--- config.mk ---
export PLATFORM = sky130hd
export DESIGN_NAME = adsr_ctrl
export DESIGN_NICKNAME = d
export VERILOG_FILES = /design/src/hdl/adsr_pkg.sv /design/src/hdl/adsr_ctrl.sv
export SDC_FILE = /design/constraint.sdc
export NUM_CORES = 1
export LEC_CHECK = 0
export BUFFER_PORTS_ARGS = -buffer_cell sky130_fd_sc_hd__buf_2
export CORE_MARGIN = 3
export CORE_UTILIZATION = 49
export CTS_CLUSTER_DIAMETER = 100
export DETAILED_ROUTE_END_ITERATION = 8
export PLACE_DENSITY = 0.88
export SYNTH_ARGS = -nofsm -noshare
export SYNTH_HDL_FRONTEND = slang
export SYNTH_SLANG_ARGS = --single-unit
--- constraint.sdc ---
create_clock -name clk -period 2.6 [get_ports clk]
set_input_delay 0.52 -clock clk [delete_from_list [all_inputs] [get_ports clk]]
set_output_delay 0.52 -clock clk [all_outputs]
set_load 0.01 [all_outputs]
--- src/hdl/adsr_pkg.sv ---
// shared types, constants and constant tables of the adsr envelope generator
package adsr_pkg;

	localparam int LEVEL_FRAC = 24;
	localparam int LEVEL_W    = LEVEL_FRAC + 1;
	localparam int TIME_W     = 21;
	localparam int DUR_W      = 20;
	localparam int MIN_SEG    = 5;
	localparam int VEL_W      = 7;
	localparam int LOG_FB     = 16;
	localparam int LOG_IW     = 5;
	localparam int LOG_W      = LOG_IW + LOG_FB;
	localparam int MANT       = 30;
	localparam int MANT_W     = MANT + 1;
	localparam int PROD_W     = LOG_W + TIME_W;
	localparam int CFG_AW     = 3;
	localparam int CFG_DW     = LEVEL_W;

	typedef logic [LEVEL_W-1:0] level_t;
	typedef logic [MANT_W-1:0] mant_t;
	typedef mant_t [LOG_FB-1:0] coef_tab_t;
	typedef level_t [(1 << VEL_W)-1:0] peak_tab_t;

	localparam level_t FULL_SCALE = {1'b1, {LEVEL_FRAC{1'b0}}};
	localparam level_t LVL_FLOOR  = level_t'(1);
	localparam logic [TIME_W-1:0] TIME_MAX = {TIME_W{1'b1}};

	// envelope phases
	localparam logic [2:0] PH_IDLE = 3'd0;
	localparam logic [2:0] PH_ATT  = 3'd1;
	localparam logic [2:0] PH_DEC  = 3'd2;
	localparam logic [2:0] PH_SUS  = 3'd3;
	localparam logic [2:0] PH_REL  = 3'd4;

	// register indexes
	localparam logic [CFG_AW-1:0] CFG_ATTACK  = 3'd0;
	localparam logic [CFG_AW-1:0] CFG_DECAY   = 3'd1;
	localparam logic [CFG_AW-1:0] CFG_SUSTAIN = 3'd2;
	localparam logic [CFG_AW-1:0] CFG_RELEASE = 3'd3;
	localparam logic [CFG_AW-1:0] CFG_LEGATO  = 3'd4;
	localparam logic [CFG_AW-1:0] CFG_VEL     = 3'd5;
	localparam logic [CFG_AW-1:0] CFG_VSCALE  = 3'd6;

	// segment target select
	localparam logic [1:0] SEG_PEAK = 2'd0;
	localparam logic [1:0] SEG_SUS  = 2'd1;
	localparam logic [1:0] SEG_ONE  = 2'd2;

	// segment length select
	localparam logic [1:0] TSEL_ATT = 2'd0;
	localparam logic [1:0] TSEL_DEC = 2'd1;
	localparam logic [1:0] TSEL_REL = 2'd2;

	// level write select
	localparam logic [2:0] LVL_TARGET = 3'd0;
	localparam logic [2:0] LVL_SUS    = 3'd1;
	localparam logic [2:0] LVL_PEAK   = 3'd2;
	localparam logic [2:0] LVL_ONE    = 3'd3;
	localparam logic [2:0] LVL_RAMP   = 3'd4;

	typedef struct packed {
		logic       tick;
		logic       seg_start;
		logic [1:0] seg_val;
		logic [1:0] seg_time;
		logic       phase_we;
		logic [2:0] phase_d;
		logic       busy_we;
		logic       busy_d;
		logic       lvl_we;
		logic [2:0] lvl_sel;
		logic       log_go;
		logic       log_sel;
		logic       cap_la;
		logic       cap_lb;
		logic       mul_go;
		logic       div_go;
		logic       exp_go;
		logic       out_load;
	} cmd_t;

	typedef struct packed {
		logic [2:0] phase;
		logic       reached;
		logic       legato;
		logic       log_done;
		logic       div_done;
		logic       exp_done;
		logic       out_free;
	} sts_t;

	function automatic logic [63:0] isqrt64(input logic [63:0] v);
		logic [63:0] x;
		logic [63:0] r;
		logic [63:0] b;
		x = v;
		r = '0;
		b = 64'd1 << 62;
		for (int i = 0; i < 32; i++) begin
			if (x >= r + b) begin
				x = x - (r + b);
				r = (r >> 1) + b;
			end else begin
				r = r >> 1;
			end
			b = b >> 2;
		end
		return r;
	endfunction

	// entry k-1 holds floor(2^(2^-k) * 2^30)
	function automatic coef_tab_t make_coefs();
		coef_tab_t t;
		logic [63:0] c;
		c = isqrt64(64'd1 << (2 * MANT + 1));
		t[0] = c[MANT_W-1:0];
		for (int k = 1; k < LOG_FB; k++) begin
			c = isqrt64(c << MANT);
			t[k] = c[MANT_W-1:0];
		end
		return t;
	endfunction

	// velocity/127 of full scale, rounded
	function automatic peak_tab_t make_peaks();
		peak_tab_t t;
		logic [63:0] p;
		for (int v = 0; v < (1 << VEL_W); v++) begin
			p = ((64'(v) << LEVEL_FRAC) + 64'd63) / 64'd127;
			t[v] = p[LEVEL_W-1:0];
		end
		return t;
	endfunction

	localparam coef_tab_t EXP_COEF = make_coefs();
	localparam peak_tab_t PEAK_TAB = make_peaks();

endpackage

--- src/hdl/adsr_ctrl.sv ---
// controller: sequences one sample tick through the datapath
module adsr_ctrl import adsr_pkg::*; (
	input  logic clk,
	input  logic arst_n,
	input  logic in_valid,
	output logic in_ready,
	input  logic key,
	input  sts_t sts,
	output cmd_t cmd
);
	localparam logic [3:0] S_IDLE = 4'd0;
	localparam logic [3:0] S_DEC  = 4'd1;
	localparam logic [3:0] S_CHK  = 4'd2;
	localparam logic [3:0] S_LOGA = 4'd3;
	localparam logic [3:0] S_LOGB = 4'd4;
	localparam logic [3:0] S_MUL  = 4'd5;
	localparam logic [3:0] S_DIVG = 4'd6;
	localparam logic [3:0] S_DIV  = 4'd7;
	localparam logic [3:0] S_EXP  = 4'd8;
	localparam logic [3:0] S_POST = 4'd9;
	localparam logic [3:0] S_HOLD = 4'd10;
	localparam logic [3:0] S_OUT  = 4'd11;

	logic [3:0] state_q, state_nx;
	logic       key_q;
	logic [2:0] ph;

	assign in_ready = (state_q == S_IDLE);
	assign ph       = sts.phase;

	always_ff @(posedge clk or negedge arst_n) begin
		if (!arst_n) begin
			state_q <= S_IDLE;
			key_q   <= 1'b0;
		end else begin
			state_q <= state_nx;
			if (in_valid && in_ready) key_q <= key;
		end
	end

	always_comb begin
		cmd      = '0;
		state_nx = state_q;
		unique case (state_q)
			S_IDLE: begin
				if (in_valid) state_nx = S_DEC;
			end
			S_DEC: begin
				state_nx = S_OUT;
				if (key_q && !sts.legato) begin
					if (ph != PH_ATT && ph != PH_DEC && ph != PH_SUS) begin
						cmd.busy_we = 1'b1; cmd.busy_d = 1'b1;
						cmd.seg_start = 1'b1; cmd.seg_val = SEG_PEAK; cmd.seg_time = TSEL_ATT;
						cmd.phase_we = 1'b1; cmd.phase_d = PH_ATT;
					end else if (ph == PH_ATT || ph == PH_DEC) begin
						cmd.tick = 1'b1;
						state_nx = S_CHK;
					end
				end else if (key_q) begin
					if (ph != PH_ATT) begin
						cmd.busy_we = 1'b1; cmd.busy_d = 1'b1;
						cmd.seg_start = 1'b1; cmd.seg_val = SEG_PEAK; cmd.seg_time = TSEL_ATT;
						cmd.phase_we = 1'b1; cmd.phase_d = PH_ATT;
					end else begin
						cmd.tick = 1'b1;
						state_nx = S_CHK;
					end
				end else if (!sts.legato) begin
					if (ph != PH_REL && ph != PH_IDLE) begin
						cmd.phase_we = 1'b1; cmd.phase_d = PH_REL;
						cmd.seg_start = 1'b1; cmd.seg_val = SEG_ONE; cmd.seg_time = TSEL_REL;
					end else if (ph == PH_REL) begin
						cmd.tick = 1'b1;
						state_nx = S_CHK;
					end
				end else begin
					// legato release: timed hold in sustain first
					if (ph != PH_SUS && ph != PH_REL && ph != PH_IDLE) begin
						cmd.seg_start = 1'b1; cmd.seg_val = SEG_ONE; cmd.seg_time = TSEL_DEC;
						cmd.phase_we = 1'b1; cmd.phase_d = PH_SUS;
					end else if (ph == PH_SUS) begin
						cmd.tick = 1'b1;
						state_nx = S_HOLD;
					end else if (ph == PH_REL) begin
						cmd.tick = 1'b1;
						state_nx = S_CHK;
					end
				end
			end
			S_CHK: begin
				if (sts.reached) begin
					cmd.lvl_we = 1'b1; cmd.lvl_sel = LVL_TARGET;
					state_nx = S_POST;
				end else begin
					cmd.log_go = 1'b1; cmd.log_sel = 1'b0;
					state_nx = S_LOGA;
				end
			end
			S_LOGA: begin
				if (sts.log_done) begin
					cmd.cap_la = 1'b1;
					cmd.log_go = 1'b1; cmd.log_sel = 1'b1;
					state_nx = S_LOGB;
				end
			end
			S_LOGB: begin
				if (sts.log_done) begin
					cmd.cap_lb = 1'b1;
					state_nx = S_MUL;
				end
			end
			S_MUL: begin
				cmd.mul_go = 1'b1;
				state_nx = S_DIVG;
			end
			S_DIVG: begin
				cmd.div_go = 1'b1;
				state_nx = S_DIV;
			end
			S_DIV: begin
				if (sts.div_done) begin
					cmd.exp_go = 1'b1;
					state_nx = S_EXP;
				end
			end
			S_EXP: begin
				if (sts.exp_done) begin
					cmd.lvl_we = 1'b1; cmd.lvl_sel = LVL_RAMP;
					state_nx = S_POST;
				end
			end
			S_POST: begin
				state_nx = S_OUT;
				if (sts.reached) begin
					if (key_q && !sts.legato) begin
						if (ph == PH_ATT) begin
							cmd.phase_we = 1'b1; cmd.phase_d = PH_DEC;
							cmd.seg_start = 1'b1; cmd.seg_val = SEG_SUS; cmd.seg_time = TSEL_DEC;
						end else begin
							cmd.phase_we = 1'b1; cmd.phase_d = PH_SUS;
							cmd.lvl_we = 1'b1; cmd.lvl_sel = LVL_SUS;
						end
					end else if (key_q) begin
						cmd.phase_we = 1'b1; cmd.phase_d = PH_DEC;
						cmd.lvl_we = 1'b1; cmd.lvl_sel = LVL_PEAK;
					end else if (!sts.legato) begin
						cmd.lvl_we = 1'b1; cmd.lvl_sel = LVL_ONE;
						cmd.busy_we = 1'b1; cmd.busy_d = 1'b0;
						cmd.phase_we = 1'b1; cmd.phase_d = PH_IDLE;
					end else begin
						cmd.busy_we = 1'b1; cmd.busy_d = 1'b0;
						cmd.phase_we = 1'b1; cmd.phase_d = PH_IDLE;
					end
				end
			end
			S_HOLD: begin
				state_nx = S_OUT;
				if (sts.reached) begin
					cmd.phase_we = 1'b1; cmd.phase_d = PH_REL;
					cmd.seg_start = 1'b1; cmd.seg_val = SEG_ONE; cmd.seg_time = TSEL_REL;
				end
			end
			S_OUT: begin
				if (sts.out_free) begin
					cmd.out_load = 1'b1;
					state_nx = S_IDLE;
				end
			end
			default: state_nx = S_IDLE;
		endcase
	end
endmodule

# Word-level counts from Yosys, hierarchy flattened
# Cells that the tools add are included.
[word_totals]
out_inout_bits = 25
register_bits = 5
[op_classes]
reduce_logical = 13
n_eq_ne = 25
n_mux = 64
[op_table]
columns = ["cell", "n"]
rows = [
  ["$mux W4", 23],
  ["$pmux W4 S11", 1],
  ["$mux W9", 3],
  ["$pmux W9 S3", 1],
  ["$mux W11", 2],
  ["$mux W10", 2],
  ["$mux W1", 18],
  ["$eq A4 B3 Y1 const B", 4],
  ["$eq A4 B4 Y1 const B", 4],
  ["$mux W15", 1],
  ["$mux W12", 1],
  ["$mux W2", 6],
  ["$ne A2 B2 Y1 const B", 6],
  ["$pmux W4 S3", 1],
  ["$mux W5", 2],
  ["$eq A4 B2 Y1 const B", 2],
  ["$pmux W2 S2", 2],
  ["$logic_and A1 B1 Y1", 7],
  ["$eq A3 B2 Y1 const B", 2],
  ["$ne A3 B2 Y1 const B", 2],
  ["$reduce_and A6 Y1", 1],
  ["$eq A4 B1 Y1 const B", 1],
  ["$logic_not A4 Y1", 1],
  ["$eq A3 B1 Y1 const B", 1],
  ["8 further kinds", 8],
]

# Logic depth before layout (Yosys ltp)
[logic_depth]
ltp_word = 8
depth_mapped = 7

# Worst setup path after synthesis
# No wires, ideal clock.
[synth_timing]
path_kind = "in2out"
from = "input sts[4] (netlist name)"
to = "output cmd[19] (netlist name)"
path_buffers = 1
arrival_time_ns = 1.738
slack_ns = 0.342
cell_stages = 5
cell_sequence = "inv_1 ha_1 or4_1 o21ai_1 buf_4"
[synth_rtl]
columns = ["element", "line_no", "text"]
rows = [
  ["start: declaration", "adsr_ctrl.sv:8", "input sts_t sts,"],
  ["end: declaration", "adsr_ctrl.sv:9", "output cmd_t cmd"],
]

==> summary.md <==
| Metric | Value |
|---|---|
| Startpoint Class | `flop` |
| Post-synthesis cell count | `119` |
| EDFF count, synth | `0` |
| CP Class | `reg2out` |
| Hold slack final | `0.0790 ns` |
| Die area | `roughly 2100 um^2` |
| Fin crit share | `slightly above 90%` |
| Layout cell share with drive strength beyond 1 | `a little under a third` |
| CTS Root Cell | `clkbuf_4` |
| Max-Cap Viols | `0` |
| Routed wire length | `2.38 mm` |
| Post-Syn Area | `around 790 um^2` |
| Largest family of logic cells by synthesized area | `simple AND/OR/NAND/NOR gates` |
| Synth Area in Compound Gates | `approximately 32%` |
| Diodes inserted | `0` |
| Register Area | `125 um^2` |
| Slew headroom | `between 60% and 70%` |
| Post-Synth Simple-Gate Area | `approximately 39%` |
| Total gr overflow | `0` |
| Ys async rst share | `100%` |
| Worst-Skew Late Latency | `between 0.2 and 0.3 ns` |
| Slew @ Worst Pin | `about 0.45 ns` |
| Max VDD drop | `~0.57 mV` |
| Sequential area share after synthesis | `between 15 and 20%` |
| Post-Syn Area per Cell | `6.67 um^2` |
| H-tree depth | `1` |
| Fmax | `414 MHz` |
| Yosys Warn Count | `0` |
| First-pass GRT wire length | `roughly 3.7 mm` |
| Initial antenna violation count | `0` |
| Fin cells | `about 170` |
| Number of I/O port buffers | `37` |
| Die X | `about 46 um` |
| Post-Synth Adder-Cell Area | `around 3.2%` |
| TNS Setup | `0 ns` |
| Min-Delay Path Class | `in2async` |
| Post-Syn Nets | `between 100 and 150` |
| Drt drc | `0` |
| Slew Limit Fails | `0` |
| #FFs+latches synth | `5` |
| Starting Density | `a little under three fifths` |
| Die height | `between 40 and 50 um` |
| Unique cell type count in the Yosys netlist | `44` |
| Leak pwr | `just under 0.6 nW` |
| # setup viols final | `0` |
| Iter 0 DRT Violations | `53` |
| DP HPWL | `1.81 mm` |
| Final nets | `173` |
| Worst path required time | `2.08 ns` |
| Commonest non-fill, non-tap cell in the layout | `buf_2` |
| Hold Vio Cnt, Final | `0` |
| P per Cell Area | `about 1000 nW/um^2` |
| Placed insts | `between 150 and 200` |
| Crit path max fanout | `14` |
| Cts bufs inserted | `3` |
| Drt wl/cell | `13.8 um` |
| I/O pin cnt | `38` |
| # fillers | `between 100 and 150` |
| Status | `finished clean` |
| Vias in the first global route | `873` |
| Postcts setup bufs | `0` |
| Post-synthesis mux area share | `about 1.3%` |
| Gr usage total | `between 20% and 30%` |
| Most frequent cells in the layout | `buf_2 (37), nand2_1 (13), nor2_1 (12), o21ai_0 (10), and3_1 (8)` |
| CTS tree | `built` |
| Clock sinks | `5` |
| Clock buffer depth | `2` |
| Pre-Repair DR Iteration Count | `4` |
| Via Count | `approximately 1000` |
| Total power | `around 1 mW` |
| Crit path DAT | `~1.9 ns` |
| Clock period minus worst slack | `about 2.4 ns` |
| Multi-input logic area | `~610 um^2` |
| Placer Congestion | `roughly 0.85` |
| Main synth FF type | `dfrtp_1` |
| # rows | `13` |
| DRT antenna net count | `0` |
| XOR/XNOR share of the synthesized area | `0%` |
| Area grow syn2layout | `28.2%` |
| RSZ-0062 raised after global routing | `no` |
| Final Skew | `approximately 0.0049 ns` |
| Largest net degree at the start of global routing | `16` |
| Cts hold-fix bufs | `0` |
| Post-CTS Resized | `0` |
| Core region area | `1400 um^2` |
| Worst-path clk slew | `approximately 0.05 ns` |
| Avg Vias per Cell | `roughly 6` |
| Worst setup EP type | `output port` |
[cells in the mapped netlist (2+ instances only)]
| library cell | instances | area, um^2 |
|---|---|---|
| a21boi_0 | 2 | 15.0 |
| a21o_1 | 2 | 15.0 |
| a21oi_1 | 5 | 25.0 |
| a22oi_1 | 3 | 22.5 |
| and2b_1 | 2 | 15.0 |
| and3_1 | 8 | 50.1 |
| buf_2 | 4 | 20.0 |
| clkbuf_1 | 2 | 7.51 |
| dfrtp_1 | 5 | 125 |
| ha_1 | 2 | 25.0 |
| inv_1 | 5 | 18.8 |
| nand2_1 | 13 | 48.8 |
| nand2b_1 | 2 | 12.5 |
| nand3_1 | 3 | 15.0 |
| nor2_1 | 12 | 45.0 |
| nor2b_1 | 6 | 37.5 |
| nor3_1 | 2 | 10.0 |
| o21ai_0 | 10 | 50.1 |
| o21ai_1 | 4 | 20.0 |
| o22ai_1 | 2 | 12.5 |
| o31ai_1 | 2 | 15.0 |
[logic make-up (layout without fill, tap and decap cells)]
| group | after synthesis | after routing |
|---|---|---|
| AO/OA/AOI/OAI | 40 | 40 |
| adder cells (fa/ha/maj) | 2 | 2 |
| buffers and inverters | 13 | 51 |
| flip-flops | 5 | 5 |
| multiplexers | 1 | 1 |
| AND/OR/NAND/NOR | 58 | 58 |
[final timing paths]
kind / cells after the start / end / slack, ns / start
worst min-delay path: 1 / key_q$_DFFE_PN0P_ / 0.08 / arst_n
worst min register to register: 2 / state_q[3]$_DFFE_PN0P_ / 0.71 / state_q[3]$_DFFE_PN0P_
max in group asynchronous: 1 / state_q[2]$_DFFE_PN0P_ / 2.38 / arst_n
min in group clk: 2 / key_q$_DFFE_PN0P_ / 0.51 / key
worst max register to register: 6 / state_q[0]$_DFFE_PN0P_ / 0.83 / key_q$_DFFE_PN0P_
worst max-delay path: 4 / cmd[16] / 0.18 / key_q$_DFFE_PN0P_
[where the power goes]
part | internal, mW | total (mW) | switching (mW)
Sequential | 0.116 | 0.154 | 0.0380
Combinational | 0.319 | 0.764 | 0.445
Clock | 0.0583 | 0.0943 | 0.0360
[stage by stage]
| stage | setup slack (ns) | area (um^2) | utilization (%) |
|---|---|---|---|
| floorplan | 0.342 | 793 | - |
| global placement | 0.201 | 988 | 70.7 |
| detailed placement | 0.148 | 988 | 70.7 |
| CTS | 0.0985 | 1010 | 72.5 |
| global route | 0.00704 | 1020 | 72.7 |
| finish | 0.184 | 1020 | 72.7 |
[layout make-up]
class / count / share of cell area, %
Timing Repair Buffer: 42 / 21.9
Multi-Input combinational cell: 101 / 59.5
Sequential cell: 5 / 12.3
Clock buffer: 4 / 2.58
Inverter: 5 / 1.85
Tap cell: 15 / 1.85
[critical path: stages, from the launching register on]
cell and delay [ns]:
dfrtp_1 0.47, ha_2 0.31, or4_1 0.55, o21ai_1 0.16, buf_2 0.15
[registers in the layout, summed over array words and instances, names as in the netlist]
register	cells
key_q	1
state_q	4
[per-layer routing]
layer  up-vias  part of all wire, %  GRT usage (%)
met3         6                  8.9           3.52
met4         0                  1.9           8.52
met2        69                   48           39.3
met1       457                   41           29.7
met5         -                    0              0
li1        505                    -              -
Power figures use the tool's default switching activity.
